==> config.mk <==
export PLATFORM = sky130hd
export DESIGN_NAME = ffmg_div
export DESIGN_NICKNAME = d
export VERILOG_FILES = /design/src/rtl/core/assert_macros.svh /design/src/rtl/core/ffmg_pkg.sv /design/src/rtl/core/ffmg_div.sv
export SDC_FILE = /design/constraint.sdc
export NUM_CORES = 2
export LEC_CHECK = 0
export ABC_CLOCK_PERIOD_IN_PS = 15300
export BUFFER_PORTS_ARGS = -buffer_cell sky130_fd_sc_hd__buf_2
export CORE_UTILIZATION = 44
export DETAILED_ROUTE_END_ITERATION = 8
export PLACE_DENSITY = 0.69
export SLEW_MARGIN = 30
export SYNTH_ARGS = -nofsm -noshare
export SYNTH_HDL_FRONTEND = slang
export SYNTH_SLANG_ARGS = --single-unit
==> constraint.sdc <==
create_clock -name i_clk -period 15.3 [get_ports i_clk]
set_clock_uncertainty 0.15 [all_clocks]
set_input_delay 0.765 -clock i_clk [delete_from_list [all_inputs] [get_ports i_clk]]
set_output_delay 0.765 -clock i_clk [all_outputs]
set_load 0.005 [all_outputs]
==> src/rtl/core/assert_macros.svh <==
// Assertion macros for the mask generator RTL.
`ifndef ASSERT_MACROS_SVH
`define ASSERT_MACROS_SVH
`ifndef SYNTHESIS
// Checked property, masked while reset is asserted.
`define FFMG_ASSERT(lbl, clk, rst_n, prop) \
    lbl: assert property (@(posedge clk) disable iff (!(rst_n)) prop) \
        else $error("%m: check failed");
// Checked property, also during reset.
`define FFMG_ASSERT_ALWAYS(lbl, clk, prop) \
    lbl: assert property (@(posedge clk) prop) else $error("%m: check failed");
`else
`define FFMG_ASSERT(lbl, clk, rst_n, prop)
`define FFMG_ASSERT_ALWAYS(lbl, clk, prop)
`endif
`endif

==> src/rtl/core/ffmg_pkg.sv <==
// Shared types, widths and constants of the frequency mask generator.
`default_nettype none
package ffmg_pkg;
    localparam int OUT_FRAC_BITS_DEF = 14;
    localparam int MASK_W    = 16;
    localparam int COORD_W   = 10;
    localparam int SIZE_W    = 11;
    localparam int CUT_W     = 19;
    localparam int MODE_W    = 3;
    localparam int CFG_IDX_W = 3;
    localparam int CFG_W     = 19;
    localparam int DSQ_W     = 21;
    localparam int CSQ_W     = 38;
    localparam int DV_W      = 39;
    localparam int T_W       = 29;
    localparam int U_W       = 30;
    localparam int X_W       = 30;
    localparam int N_W       = 6;
    localparam int R_W       = 31;

    localparam int DIV_STEPS     = 29;
    localparam int DIV_PER_STAGE = 2;
    localparam int DIV_STAGES    = (DIV_STEPS + DIV_PER_STAGE - 1) / DIV_PER_STAGE;
    localparam int DIV_LAT       = 1 + DIV_STAGES;
    localparam int HORNER_STEPS  = 8;
    localparam int EXP_LAT       = 2 + 3 * HORNER_STEPS + 1;
    localparam int FRONT_LAT     = 3;
    localparam int SIDE_LAT      = DIV_LAT + EXP_LAT;
    localparam int PIPE_LAT      = FRONT_LAT + DIV_LAT + EXP_LAT + 1;

    localparam logic [R_W-1:0] LOG2E_Q30 = 31'd1549082005;
    localparam logic [X_W-1:0] LN2_Q30   = 30'd744261118;
    localparam logic [R_W-1:0] ONE_Q30   = 31'd1073741824;

    typedef enum logic [MODE_W-1:0] {
        MODE_IDEAL_LP = 3'd0,
        MODE_GAUSS_LP = 3'd1,
        MODE_IDEAL_HP = 3'd2,
        MODE_GAUSS_HP = 3'd3,
        MODE_IDEAL_BP = 3'd4,
        MODE_GAUSS_BP = 3'd5
    } t_mode;

    typedef enum logic [CFG_IDX_W-1:0] {
        CFG_MODE   = 3'd0,
        CFG_INNER  = 3'd1,
        CFG_OUTER  = 3'd2,
        CFG_WIDTH  = 3'd3,
        CFG_HEIGHT = 3'd4
    } t_cfg_idx;

    typedef struct packed {
        logic lo_ok;
        logic hi_ok;
        logic bp_ok;
    } t_ideal;

    typedef struct packed {
        logic [T_W-1:0] t;
        logic           sat;
        logic           cut_zero;
        logic           d_zero;
    } t_quot;
endpackage
`default_nettype wire

==> src/rtl/core/ffmg_div.sv <==
// Pipelined restoring divider: t = (dsq << 40) / (2 * cut^2), saturating at 32.0.
`default_nettype none
module ffmg_div (
    input  wire logic                        i_clk,
    input  wire logic                        i_en,
    input  wire logic [ffmg_pkg::DSQ_W-1:0]  i_dsq,
    input  wire logic [ffmg_pkg::CUT_W-1:0]  i_cut,
    output ffmg_pkg::t_quot                  o_quot
);
    import ffmg_pkg::*;

    logic [DV_W-1:0]  r_dv;
    logic [DV_W-1:0]  r_rem [DIV_STAGES+1];
    logic [T_W-1:0]   r_q   [DIV_STAGES+1];
    logic [DIV_STAGES:0] r_sat, r_cz, r_dz;
    logic [DV_W-1:0]  rem0;

    // Divisor tracks cut; users keep it stable with words in flight, unchecked.
    always_ff @(posedge i_clk) begin
        r_dv <= {CSQ_W'(i_cut) * CSQ_W'(i_cut), 1'b0};
    end

    // The low 40 numerator bits are zero, so start from dsq << 11.
    assign rem0 = DV_W'({i_dsq, 11'b0});

    always_ff @(posedge i_clk) begin
        if (i_en) begin
            r_rem[0] <= rem0;
            r_q[0]   <= '0;
            r_sat[0] <= (rem0 >= r_dv);
            r_cz[0]  <= (i_cut == '0);
            r_dz[0]  <= (i_dsq == '0);
        end
    end

    for (genvar j = 1; j <= DIV_STAGES; j++) begin : g_stage
        logic [DV_W-1:0] rem_n;
        logic [T_W-1:0]  q_n;

        always_comb begin
            logic [DV_W:0]   sh;
            logic [DV_W-1:0] rem;
            logic [T_W-1:0]  q;
            rem = r_rem[j-1];
            q   = r_q[j-1];
            sh  = '0;
            for (int p = 0; p < DIV_PER_STAGE; p++) begin
                if ((j - 1) * DIV_PER_STAGE + p < DIV_STEPS) begin
                    sh = {rem, 1'b0};
                    if (sh >= {1'b0, r_dv}) begin
                        sh = sh - {1'b0, r_dv};
                        q  = {q[T_W-2:0], 1'b1};
                    end else begin
                        q  = {q[T_W-2:0], 1'b0};
                    end
                    rem = sh[DV_W-1:0];
                end
            end
            rem_n = rem;
            q_n   = q;
        end

        always_ff @(posedge i_clk) begin
            if (i_en) begin
                r_rem[j] <= rem_n;
                r_q[j]   <= q_n;
                r_sat[j] <= r_sat[j-1];
                r_cz[j]  <= r_cz[j-1];
                r_dz[j]  <= r_dz[j-1];
            end
        end
    end

    assign o_quot.t        = r_q[DIV_STAGES];
    assign o_quot.sat      = r_sat[DIV_STAGES];
    assign o_quot.cut_zero = r_cz[DIV_STAGES];
    assign o_quot.d_zero   = r_dz[DIV_STAGES];
endmodule
`default_nettype wire

; ---- After elaboration in Yosys (flattened, before gate mapping)
; Memories as Yosys holds them, arrays and structs flattened.
; Index checks and enable logic that the tools add are counted.
[op_classes]
add_sub_neg = 29
mul = 1
n_lt_le_gt_ge = 30
muxes = 60
reduce_logical = 2
[ops]
columns = cell, count
row1 = $ge 40x39->1, 29
row2 = $mux 39, 29
row3 = $sub 39x39->39, 29
row4 = $ge 32x39->1, 1
row5 = $mul 19x19->38, 1
row6 = $mux 1, 31
row7 = $logic_not 21->1, 1
row8 = $logic_not 19->1, 1
[totals]
regBits = 86
ramBits = 1088
input_bits = 42
out_inout_bits = 32
memories = 2
[memory_table]
columns = memory, words, width, rd, rd_clocked_by_memory_dff, write_ports, line_no
row1 = r_rem, 16, 39, 15, 0, 16, ffmg_div.sv:13  ; logic [DV_W-1:0] r_rem [DIV_STAGES+1];
row2 = r_q, 16, 29, 16, 0, 16, ffmg_div.sv:14  ; logic [T_W-1:0] r_q [DIV_STAGES+1];

; ---- Logic depth before layout (Yosys ltp)
; An unclocked memory read counts as a cell.
[depth]
word_depth = 5
depth_mapped = 34
mapped_depth_nobuf = 28

; ---- Worst setup path after synthesis
; Ideal clock, no wire load.
[synth_timing]
kind = reg2reg
from = register r_dv[1]
to = memory r_rem[7][37], in the netlist r_rem[0][310], data pin
setup_ns = 0.262
arrival_time_ns = 7.422
t_required_ns = 14.888
setup_slack_ns = 7.466
path_stages_with_launch = 29
path_cell_list = dfxtp_1 buf_6 clkbuf_1 inv_1 clkbuf_1 clkbuf_1 ha_1 nand3_1 nor3_1 a311o_1 o2111ai_1 nand3_1 nor3_4 clkbuf_1 buf_1 mux2_2 ha_1 nor2b_1 o21ai_0 a21oi_1 o311ai_0 a31oi_1 a41o_1 o211a_1 a21oi_1 nor3_1 o41ai_1 o311ai_0 mux2_1
[synth_rtl]
columns = element, line_no
row1 = "start, declared", ffmg_div.sv:12  ; logic [DV_W-1:0] r_dv;
row2 = "start signal, assigned", ffmg_div.sv:20  ; r_dv <= {CSQ_W'(i_cut) * CSQ_W'(i_cut), 1'b0};
row3 = "end, declared", ffmg_div.sv:13

==> impl_metrics.json <==
{
  "setup_violations": 0,
  "hold_path.class": "in -> reg",
  "final.setup.tns_ns": 0,
  "critPathKind": "reg -> reg",
  "antenna_found_initial": 11,
  "cts_setup_buffers": 0,
  "finalCritPeriodShare": 0.577,
  "cts_tree": "done",
  "cts_sinks": 877,
  "ant_nets": 0,
  "area_growth_pct": 7.38,
  "vias_per_cell": 6.04,
  "rows": 175,
  "fin_area_mm2": 0.109,
  "worstPathMaxFanout": 45,
  "holdBufCountCts": 0,
  "cpPeakStageDelay_ns": 0.59,
  "synth_area_mm2": 0.101,
  "drt-wirelength-per-cell_um": 21.8,
  "die_area_mm2": 0.232,
  "final.min_clock_period_ns": 8.83,
  "end_kind": "flip-flop",
  "whs_ns": 0.0887,
  "slew_violations": 0,
  "insertion_delay_ns": 0.80,
  "final_cells": 14600,
  "grt_max_degree": 85,
  "yosysSeqAreaShare": 0.257,
  "rsz0062_at_grt": "no",
  "placed_cells": 14300,
  "critPathRequiredTime_ns": 15.69,
  "grt_overflow_total": 0,
  "yosysWarnings": 0,
  "post_cts_resized": 0,
  "hold_violations": 0,
  "grt_usage": 0.267,
  "dpl-instance-area_mm2": 0.105,
  "cp_slowest_cell": "a211o_2",
  "drt_iter0_drc": 7627,
  "synth.net_count": 13000,
  "critPathArrivalTime_ns": 9.22,
  "hpwl_mm": 239,
  "drcViolationCount": 0,
  "ioPinCount": 74,
  "die_y_um": 481,
  "status": "completed",
  "gp_congestion": 0.990,
  "syn_avg_cell_area_um2": 8.82,
  "die_x_um": 481,
  "ys_ff_latch": 877,
  "maxClockFrequency_mhz": 113,
  "clkTransAtPathRegs_ns": 0.06,
  "start_util": 0.443,
  "firstDrtPassIters": 6,
  "io_buffers": 73,
  "first_global_vias": 85500,
  "h-tree-depth": 3,
  "synthCells": 11500,
  "cts_buffers": 111,
  "drive_gt1_frac": 0.0820,
  "ys.flop_type": "edfxtp_1",
  "synth_edf_count": 840,
  "ys_async_sr_fraction": 0,
  "crit_path_start_kind": "flip-flop",
  "finalWirelength_mm": 317,
  "cts_buffer_depth": 3,
  "root_buffer": "clkbuf_16",
  "core_area_mm2": 0.228,
  "layout.nets": 13000,
  "tightest_slew_ns": 1.00,
  "cap_violations": 0,
  "grt_pass1_wl_mm": 486,
  "num_vias": 87900,
  "crit_path_frequent_cell": "buf_4",
  "synth_cell_types": 121,
  "relSlewSlack": 0.330
}
-- final cells by class --
class / count / area [µm²]
well taps: 3009 / 3760
clock inverters: 66 / 672
repair buffers: 178 / 1170
flip-flops and latches: 877 / 26000
diodes: 1 / 2.50
clock buffers: 145 / 3070
multi-input cells: 9546 / 71100
fillers: 21500 / 119000
inverters: 732 / 2750
-- placed cells by master, fill, tap and decap left out, types with 27 or more instances in the layout --
cell type / netlist / routed
a211o_1: 35 / 33
a211oi_1: 68 / 68
a21boi_0: 47 / 47
a21o_1: 613 / 611
a21oi_1: 1136 / 1135
a31oi_1: 100 / 100
a41oi_1: 27 / 27
and2_1: 134 / 134
and3_1: 95 / 95
buf_2: 40 / 73
buf_4: 16 / 102
clkbuf_16: 0 / 115
dfxtp_1: 37 / 36
edfxtp_1: 840 / 840
fa_1: 251 / 251
ha_1: 1213 / 1213
inv_1: 721 / 683
inv_2: 10 / 46
mux2_2: 366 / 366
mux2_4: 28 / 28
mux2i_1: 32 / 32
nand2_1: 1051 / 1050
nand2b_1: 170 / 169
nand3_1: 193 / 192
nand4_1: 178 / 178
nor2_1: 730 / 729
nor2b_1: 127 / 127
nor3_1: 156 / 156
nor4_1: 52 / 52
o211ai_1: 43 / 43
o21a_1: 117 / 117
o21ai_0: 814 / 814
o21bai_1: 179 / 179
o31ai_1: 81 / 80
or2_2: 43 / 43
or3_1: 63 / 63
xnor2_1: 615 / 614
xor2_1: 308 / 308
-- layer usage --
layer,part of all wire,vias up,routed length [µm],global-route usage
li1,-,42100,-,-
met1,0.43,42200,136000,0.344
met2,0.46,2948,145000,0.442
met3,0.063,721,20000,0.0371
met4,0.048,10,15400,0.117
met5,0.00019,-,59,0
-- cells by family after synthesis --
logic type / after synthesis / synth area share
xor gates and xnor gates: 923 / 0.0800
adders and majority gates: 1464 / 0.200
and+or+nand+nor: 3099 / 0.146
muxes: 445 / 0.0502
AOI/OAI and AO/OA: 3615 / 0.227
DFF: 877 / 0.257
buffers and inverters: 1044 / 0.0404
-- worst max-delay path: cells and delay by family (launching register included) --
kind / cells / cell delay (ns)
AO/OA/AOI/OAI: 9 / 2.83
adder cells (fa/ha/maj): 2 / 0.65
buffers and inverters: 5 / 2.05
flip-flops: 1 / 0.31
multiplexers: 2 / 0.79
AND/OR/NAND/NOR: 7 / 1.67
-- Yosys cell counts (117+ instances only) --
cell type / number / area, µm²
xnor2_1: 615 / 5390
nor2b_1: 127 / 795
o21ai_0: 814 / 4070
nor3_1: 156 / 781
fa_1: 251 / 5020
nand4_1: 178 / 1110
a21oi_1: 1136 / 5690
ha_1: 1213 / 15200
mux2_2: 366 / 4120
nand3_1: 193 / 966
o21bai_1: 179 / 1340
o21a_1: 117 / 878
nor2_1: 730 / 2740
nand2_1: 1051 / 3950
xor2_1: 308 / 2700
nand2b_1: 170 / 1060
inv_1: 721 / 2710
edfxtp_1: 840 / 25200
and2_1: 134 / 838
clkbuf_1: 225 / 845
a21o_1: 613 / 4600
-- path summary, 6_finish.rpt --
path                       from                      to  slack [ns]  cells past startpoint
min reg2reg  r_sat[4]$_DFFE_PP_      r_sat[5]$_DFFE_PP_        0.26                      0
min                   i_dsq[17]  r_rem[0][28]$_DFFE_PP_        0.09                      1
max reg2reg    r_dv[26]$_DFF_P_  r_rem[1][93]$_DFFE_PP_        6.47                     25
max            r_dv[26]$_DFF_P_  r_rem[1][93]$_DFFE_PP_        6.47                     25
-- through the flow --
stage                     utilization  setup WS (ns)
after floorplan                     -           7.47
after detailed placement        0.460           6.70
after CTS                       0.476           6.65
final                           0.476           6.47
after global placement          0.460           6.72
after global routing            0.476           6.08
-- registers in the layout (all words and copies together), names as in the netlist --
register  cells
r_dv         37
r_cz         15
r_q         239
r_dz         15
r_sat        15
o_quot        3
r_rem       553
Power is left out: the tool's default activity adds up to more than one toggle a clock period on the data nets, which glitch-free logic cannot reach.
