[src/rtl/core/assert_macros.svh]
// Assertion macros for the mask generator RTL.
`ifndef ASSERT_MACROS_SVH
`define ASSERT_MACROS_SVH
`ifndef SYNTHESIS
// Checked property, masked while reset is asserted.
`define FFMG_ASSERT(lbl, clk, rst_n, prop) \
    lbl: assert property (@(posedge clk) disable iff (!(rst_n)) prop) \
        else $error("%m: check failed");
// Checked property, also during reset.
`define FFMG_ASSERT_ALWAYS(lbl, clk, prop) \
    lbl: assert property (@(posedge clk) prop) else $error("%m: check failed");
`else
`define FFMG_ASSERT(lbl, clk, rst_n, prop)
`define FFMG_ASSERT_ALWAYS(lbl, clk, prop)
`endif
`endif

[src/rtl/core/ffmg_pkg.sv]
// Shared types, widths and constants of the frequency mask generator.
`default_nettype none
package ffmg_pkg;
    localparam int OUT_FRAC_BITS_DEF = 14;
    localparam int MASK_W    = 16;
    localparam int COORD_W   = 10;
    localparam int SIZE_W    = 11;
    localparam int CUT_W     = 19;
    localparam int MODE_W    = 3;
    localparam int CFG_IDX_W = 3;
    localparam int CFG_W     = 19;
    localparam int DSQ_W     = 21;
    localparam int CSQ_W     = 38;
    localparam int DV_W      = 39;
    localparam int T_W       = 29;
    localparam int U_W       = 30;
    localparam int X_W       = 30;
    localparam int N_W       = 6;
    localparam int R_W       = 31;

    localparam int DIV_STEPS     = 29;
    localparam int DIV_PER_STAGE = 2;
    localparam int DIV_STAGES    = (DIV_STEPS + DIV_PER_STAGE - 1) / DIV_PER_STAGE;
    localparam int DIV_LAT       = 1 + DIV_STAGES;
    localparam int HORNER_STEPS  = 8;
    localparam int EXP_LAT       = 2 + 3 * HORNER_STEPS + 1;
    localparam int FRONT_LAT     = 3;
    localparam int SIDE_LAT      = DIV_LAT + EXP_LAT;
    localparam int PIPE_LAT      = FRONT_LAT + DIV_LAT + EXP_LAT + 1;

    localparam logic [R_W-1:0] LOG2E_Q30 = 31'd1549082005;
    localparam logic [X_W-1:0] LN2_Q30   = 30'd744261118;
    localparam logic [R_W-1:0] ONE_Q30   = 31'd1073741824;

    typedef enum logic [MODE_W-1:0] {
        MODE_IDEAL_LP = 3'd0,
        MODE_GAUSS_LP = 3'd1,
        MODE_IDEAL_HP = 3'd2,
        MODE_GAUSS_HP = 3'd3,
        MODE_IDEAL_BP = 3'd4,
        MODE_GAUSS_BP = 3'd5
    } t_mode;

    typedef enum logic [CFG_IDX_W-1:0] {
        CFG_MODE   = 3'd0,
        CFG_INNER  = 3'd1,
        CFG_OUTER  = 3'd2,
        CFG_WIDTH  = 3'd3,
        CFG_HEIGHT = 3'd4
    } t_cfg_idx;

    typedef struct packed {
        logic lo_ok;
        logic hi_ok;
        logic bp_ok;
    } t_ideal;

    typedef struct packed {
        logic [T_W-1:0] t;
        logic           sat;
        logic           cut_zero;
        logic           d_zero;
    } t_quot;
endpackage
`default_nettype wire

[src/rtl/core/ffmg_front.sv]
// Distance from the image center, squared, and the ideal cutoff compares.
`default_nettype none
module ffmg_front (
    input  wire logic                          i_clk,
    input  wire logic                          i_en,
    input  wire logic [ffmg_pkg::COORD_W-1:0]  i_col_x,
    input  wire logic [ffmg_pkg::COORD_W-1:0]  i_row_y,
    input  wire logic [ffmg_pkg::SIZE_W-1:0]   i_width,
    input  wire logic [ffmg_pkg::SIZE_W-1:0]   i_height,
    input  wire logic [ffmg_pkg::CUT_W-1:0]    i_inner,
    input  wire logic [ffmg_pkg::CUT_W-1:0]    i_outer,
    output logic      [ffmg_pkg::DSQ_W-1:0]    o_dsq,
    output ffmg_pkg::t_ideal                   o_ideal
);
    import ffmg_pkg::*;

    logic [COORD_W-1:0] cx, cy, adx, ady;
    logic [COORD_W-1:0] r_adx, r_ady;
    logic [CSQ_W-1:0]   r_c1sq, r_c2sq, r_c1sq2, r_c2sq2;
    logic [DSQ_W-1:0]   r_dsq, r_dsq3;
    logic [CSQ_W-1:0]   dsq16;
    t_ideal             r_ideal;

    assign cx  = i_width[SIZE_W-1:1];
    assign cy  = i_height[SIZE_W-1:1];
    assign adx = (i_col_x >= cx) ? (i_col_x - cx) : (cx - i_col_x);
    assign ady = (i_row_y >= cy) ? (i_row_y - cy) : (cy - i_row_y);
    assign dsq16 = {1'b0, r_dsq, 16'b0};

    always_ff @(posedge i_clk) begin
        if (i_en) begin
            r_adx   <= adx;
            r_ady   <= ady;
            r_c1sq  <= CSQ_W'(i_inner) * CSQ_W'(i_inner);
            r_c2sq  <= CSQ_W'(i_outer) * CSQ_W'(i_outer);
            r_dsq   <= DSQ_W'(r_adx * r_adx) + DSQ_W'(r_ady * r_ady);
            r_c1sq2 <= r_c1sq;
            r_c2sq2 <= r_c2sq;
            r_dsq3  <= r_dsq;
            r_ideal.lo_ok <= (dsq16 <= r_c1sq2);
            r_ideal.hi_ok <= (dsq16 >= r_c1sq2);
            r_ideal.bp_ok <= (dsq16 >= r_c1sq2) && (dsq16 <= r_c2sq2);
        end
    end

    assign o_dsq   = r_dsq3;
    assign o_ideal = r_ideal;
endmodule
`default_nettype wire

[config.mk]
export PLATFORM = sky130hd
export DESIGN_NAME = ffmg_front
export DESIGN_NICKNAME = d
export VERILOG_FILES = /design/src/rtl/core/assert_macros.svh /design/src/rtl/core/ffmg_pkg.sv /design/src/rtl/core/ffmg_front.sv
export SDC_FILE = /design/constraint.sdc
export NUM_CORES = 2
export LEC_CHECK = 0
export BUFFER_PORTS_ARGS = -buffer_cell sky130_fd_sc_hd__buf_2
export CAP_MARGIN = 40
export CORE_ASPECT_RATIO = 2
export CORE_MARGIN = 5
export CORE_UTILIZATION = 50
export DETAILED_ROUTE_END_ITERATION = 16
export PLACE_DENSITY = 0.74
export SLEW_MARGIN = 20
export SYNTH_ARGS = -nofsm -noshare
export SYNTH_HDL_FRONTEND = slang
export SYNTH_SLANG_ARGS = --single-unit
[constraint.sdc]
create_clock -name i_clk -period 13.3 [get_ports i_clk]
set_input_delay 0.665 -clock i_clk [delete_from_list [all_inputs] [get_ports i_clk]]
set_output_delay 0.665 -clock i_clk [all_outputs]
set_load 0.005 [all_outputs]
After elaboration in Yosys (flattened, before gate mapping)
Index checks and enable logic that the tools add are counted.
- logic and storage cells: 28
- memories kept: 0
- bits in writable memories: 0
- register bits after elaboration: 217
- memory bits (read-only): 0
- output and inout bits: 24
- bits in latches: 0
- shift operators: 0
- muxes and demuxes: 2
- div/mod/pow operators: 0
- multipliers: 4
- reduce and logical (&&, ||, !) cells: 1
- equal/unequal tests: 0
- bitwise gates (word level): 0
- magnitude comparators: 5
- add/sub/neg operators: 5
- operators with widths (operator ; count):
    $le A37 B38 Y1 ; 2
    $mul A19 B19 Y38 ; 2
    $mul A10 B10 Y20 ; 2
    $sub A10 B10 Y10 ; 4
    $ge A37 B38 Y1 ; 1
    $add A20 B20 Y21 ; 1
    $ge A10 B10 Y1 ; 2
    $mux W10 ; 2
    $logic_and A1 B1 Y1 ; 1

Logic depth before layout (Yosys ltp)
- depth in word-level cells: 2
- mapped depth: 25

Least setup slack after synthesis
OpenSTA, ideal clock, no wires.
- kind: input-to-reg
- from: in i_outer[14] (netlist bit)
- to: reg r_c2sq[34] (data pin)
- data required time: 13040 ps
- stages: 25
- setup time: 260 ps
- data arrival time: 6435 ps
- slack: 6605 ps
- path through: clkbuf_1 > clkbuf_1 > nand2_1 > fa_1 > inv_1 > fa_1 > inv_1 > fa_1 > inv_1 > fa_1 > fa_1 > inv_1 > fa_1 > inv_1 > ha_1 > clkbuf_1 > a21oi_1 > o21ai_0 > a2111oi_0 > nor2_1 > a211oi_2 > a21o_1 > a21o_1 > mux2i_1 > nand2_1
- word-level cells in the longest chain between the ends: 1
- RTL lines (what ; line ; source):
    start, declared ; ffmg_front.sv:11 ; input wire logic [ffmg_pkg::CUT_W-1:0] i_outer,
    $mul A19 B19 Y38 ; ffmg_front.sv:35 ; r_c2sq <= CSQ_W'(i_outer) * CSQ_W'(i_outer);
    end signal, assigned ; ffmg_front.sv:35 ;
    end, declared ; ffmg_front.sv:19 ; logic [CSQ_W-1:0] r_c1sq, r_c2sq, r_c1sq2, r_c2sq2;
No other way between the ends.
A chain may end at the register's enable or synchronous reset.

Worst setup path in the final report
- from: reg r_adx[5]
- to: reg r_dsq[17] (data pin)
- word-level cells in the longest chain between the ends: 2
- RTL lines (what ; line ; source):
    start, declared ; ffmg_front.sv:18 ; logic [COORD_W-1:0] r_adx, r_ady;
    start signal, assigned ; ffmg_front.sv:32 ; r_adx <= adx;
    $mul A10 B10 Y20 ; ffmg_front.sv:36 ; r_dsq <= DSQ_W'(r_adx * r_adx) + DSQ_W'(r_ady * r_ady);
    $add A20 B20 Y21 ; ffmg_front.sv:36 ;
    end signal, assigned ; ffmg_front.sv:36 ;
    end, declared ; ffmg_front.sv:20 ; logic [DSQ_W-1:0] r_dsq, r_dsq3;
No other way between the ends.

==> impl_metrics.csv <==
group,metric,value,unit
synth,synth_flop_cell,"edfxtp_1",
route,wirelength,76350,um
floorplanning,core-area,0.06977,sq mm
route,drtIter0Drc,914,
grt,overflow,0,
critical_path,rr_worst_depth,21,
critical_path,path_cells,"nand2_1 > fa_1 > inv_1 > fa_1 > inv_1 > fa_1 > inv_1 > fa_1 > fa_1 > fa_1 > inv_1 > fa_1 > inv_1 > ha_1 > nand3_1 > or3b_2 > a311oi_1 > o21a_1 > or2_2 > a21oi_1 > xnor2_1",
critical_path,crit_fanout,10,
synth,synth-edff-count,213,
route,drcViolationCount,0,
cts,cts_inserted_buffers,20,
timing,setup_viol,0,
route,num_vias,23450,
synth,synth_compound_area_share,6.306,%
timing,max_slew_margin,47.78,%
timing,fin_crit_sh,52.17,%
timing,skew,0.02150,ns
synth,syn_area_per_cell,9.997,sq um
synth,synthMuxAreaShare,0.5801,%
floorplanning,rows,137,
timing,slew_violations,0,
cts,cts-root-buf,"clkbuf_16",
min_path,hp-class,"flip-flop to flip-flop",
cts,cts.sinks,213,
floorplanning,dieWidth,197.5,um
synth,synthXorXnorAreaFrac,3.114,%
placed_design,place_inst,4432,
placed_design,gp_congestion,0.8905,
synth,ys_seq_area_share,18.19,%
route,post_drt_wl_per_cell,17.08,um
timing,hold_viol,0,
synth,synth_fa_ha_area_share,50.47,%
timing,tightest_slew,0.7786,ns
grt,grt_use_total,20.70,%
floorplanning,start_util,50.40,%
synth,synth-seq-cells,213,
grt,grt_pass1_wl,126200,um
critical_path,worst_ep_arrival_time,7.18,ns
cts,worstSkewPairLatency,0.51,ns
synth,ys_warn_count,0,
cts,htreeDepth,1,
grt,grt_pass1_vias,26130,
critical_path,cp_common_cell,"fa_1",
placed_design,dp_hpwl,64260,um
timing,setup_tns,0,ns
critical_path,worstPathRequired,13.54,ns
cts,clk_path_buf_depth,3,
critical_path,path_depth,21,
layout,areaGrowthSynthToFinish,5.804,%
cts,cts_tree,"yes",
critical_path,path_class,"flip-flop to flip-flop",
synth,synthArstFlopShare,0,%
min_path,hold_depth,0,
cts,clkTransAtPathRegs,0.07,ns
floorplanning,die-area,0.07604,sq mm
synth,syn_nets,4638,
synth,syn_area,0.03516,sq mm
route,antenna_left,0,
cts,cts_resized,0,
timing,max_freq,144.1,MHz
synth,yosys.area_share.simple,9.637,%
timing,rsz0062_at_grt,"no",
layout,fin_cells,4471,
outcome,outcome,"finished, final reports clean",
floorplanning,io_pins,106,
grt,antenna_found_initial,4,
placed_design,io_buffers,103,
timing,min_period,6.938,ns
critical_path,startpoint_type,"flip-flop",
cts,cts_setup_buffers,0,
critical_path,end_kind,"flip-flop",
route,routed_via_density,5.246,
critical_path,slowest_delay,0.74,ns
grt,grt_max_degree,66,
layout,drive_gt1_share,4.544,%
route,drt-pass1-iter-count,5,
floorplanning,fp.dieH,385.0,um
critical_path,slowest_stage,"edfxtp_1",
critical_path,crit_family,"adder cells",
run,maxCapViolCount,0,
synth,synthCells,3517,
synth,ys_types,62,
cts,ctsHoldBuffers,0,
critical_path,cp.buffers_inverters,5,
synth,synth_top_family_by_area,"adder cells",
layout,finalNetCount,4672,
placed cells by master, fill, tap and decap left out, types with 5 or more instances in the layout:
| master | count |
|---|---|
| a211oi_1 | 9 |
| ha_1 | 407 |
| a21oi_1 | 98 |
| a31oi_1 | 12 |
| nor2b_1 | 33 |
| nand2_1 | 303 |
| nor2_1 | 58 |
| nand3_1 | 22 |
| clkbuf_16 | 21 |
| o21bai_1 | 13 |
| a21boi_0 | 5 |
| xnor2_1 | 90 |
| buf_2 | 102 |
| or2_2 | 6 |
| edfxtp_1 | 213 |
| nand4_1 | 20 |
| and3_1 | 16 |
| nor4_1 | 7 |
| inv_1 | 1000 |
| fa_1 | 632 |
| o21ai_0 | 51 |
| nand2b_1 | 22 |
| a21o_1 | 89 |
| and2_1 | 173 |
| mux2i_1 | 17 |
| o21a_1 | 9 |
| xor2_1 | 35 |
| nor3_1 | 15 |
through the flow:
| step | util (%) | worst slack, ns | area [sq um] | hold slack (ns) |
|---|---|---|---|---|
| 2_1_floorplan | - | 6.605 | 35160 | 0.4003 |
| 3_3_place_gp | 52.27 | 6.210 | 36470 | 0.4014 |
| 3_5_place_dp | 52.35 | 6.149 | 36520 | 0.4045 |
| 4_1_cts | 53.31 | 6.384 | 37190 | 0.4048 |
| 5_1_grt | 53.31 | 6.098 | 37190 | 0.4183 |
| 6_report | 53.32 | 6.362 | 37200 | 0.4044 |
per-layer routing:
layer | track usage (%) | routed length [um] | vias up | part of all wire (%)
met5 | 0 | 7 | - | 0.0092
met1 | 21.18 | 25120 | 11810 | 33
li1 | - | - | 10790 | -
met3 | 1.355 | 2742 | 285 | 3.6
met2 | 40.93 | 43390 | 566 | 57
met4 | 11.22 | 5086 | 2 | 6.7
kinds of logic (layout without fill, tap and decap cells):
group           count (synthesis)  in the layout
compound gates                336            336
buf+inv                      1095           1143
simple gates                  689            689
other cells                     0              3
mux                            20             20
fa+ha+maj                    1039           1039
xor+xnor                      125            125
flops                         213            213
cell type report:
type,instances,area (sq um)
flip-flops and latches,213,6396
clock buffers,23,533.0
diodes,3,7.507
clock inverters,13,136.4
repair buffers,107,594.3
fillers,6062,32570
well taps,903,1130
multi-input cells,2209,24650
inverters,1000,3754
cell usage after synthesis, drive strengths merged, types with 4 or more instances:
master	number	area (sq um)
a211o	4	35.03
a211oi	11	92.58
a21boi	7	60.06
a21o	89	668.1
a21oi	100	508.0
a31oi	13	96.34
and2	173	1082
and3	16	100.1
clkbuf	94	352.8
edfxtp	213	6396
fa	632	12650
ha	407	5092
inv	1000	3754
mux2i	17	170.2
nand2	303	1137
nand2b	22	137.6
nand3	22	110.1
nand4	20	125.1
nor2	58	217.7
nor2b	33	206.5
nor3	16	85.08
nor4	7	43.79
o211ai	4	30.03
o21a	9	67.56
o21ai	55	275.3
o21bai	14	108.9
or2	6	37.54
xnor2	90	788.3
xor2	35	306.5
state kept, by name (all words and copies together), names as in the netlist, 10 cells and up:
name / cells
o_dsq: 21
r_adx: 10
r_c1sq: 37
r_dsq: 21
r_c2sq2: 37
r_c2sq: 37
r_c1sq2: 37
r_ady: 10
path summary, 6_finish.rpt:
check	startpoint	to	slack (ns)
setup reg to reg	r_adx[5]$_DFFE_PP_	r_dsq[17]$_DFFE_PP_	6.36
hold reg to reg	r_c2sq[28]$_DFFE_PP_	r_c2sq2[28]$_DFFE_PP_	0.40
hold / removal	r_c2sq[28]$_DFFE_PP_	r_c2sq2[28]$_DFFE_PP_	0.40
setup / recovery	r_adx[5]$_DFFE_PP_	r_dsq[17]$_DFFE_PP_	6.36
Power is left out: the tool's default activity adds up to more than one toggle a clock period on the data nets, which glitch-free logic cannot reach.
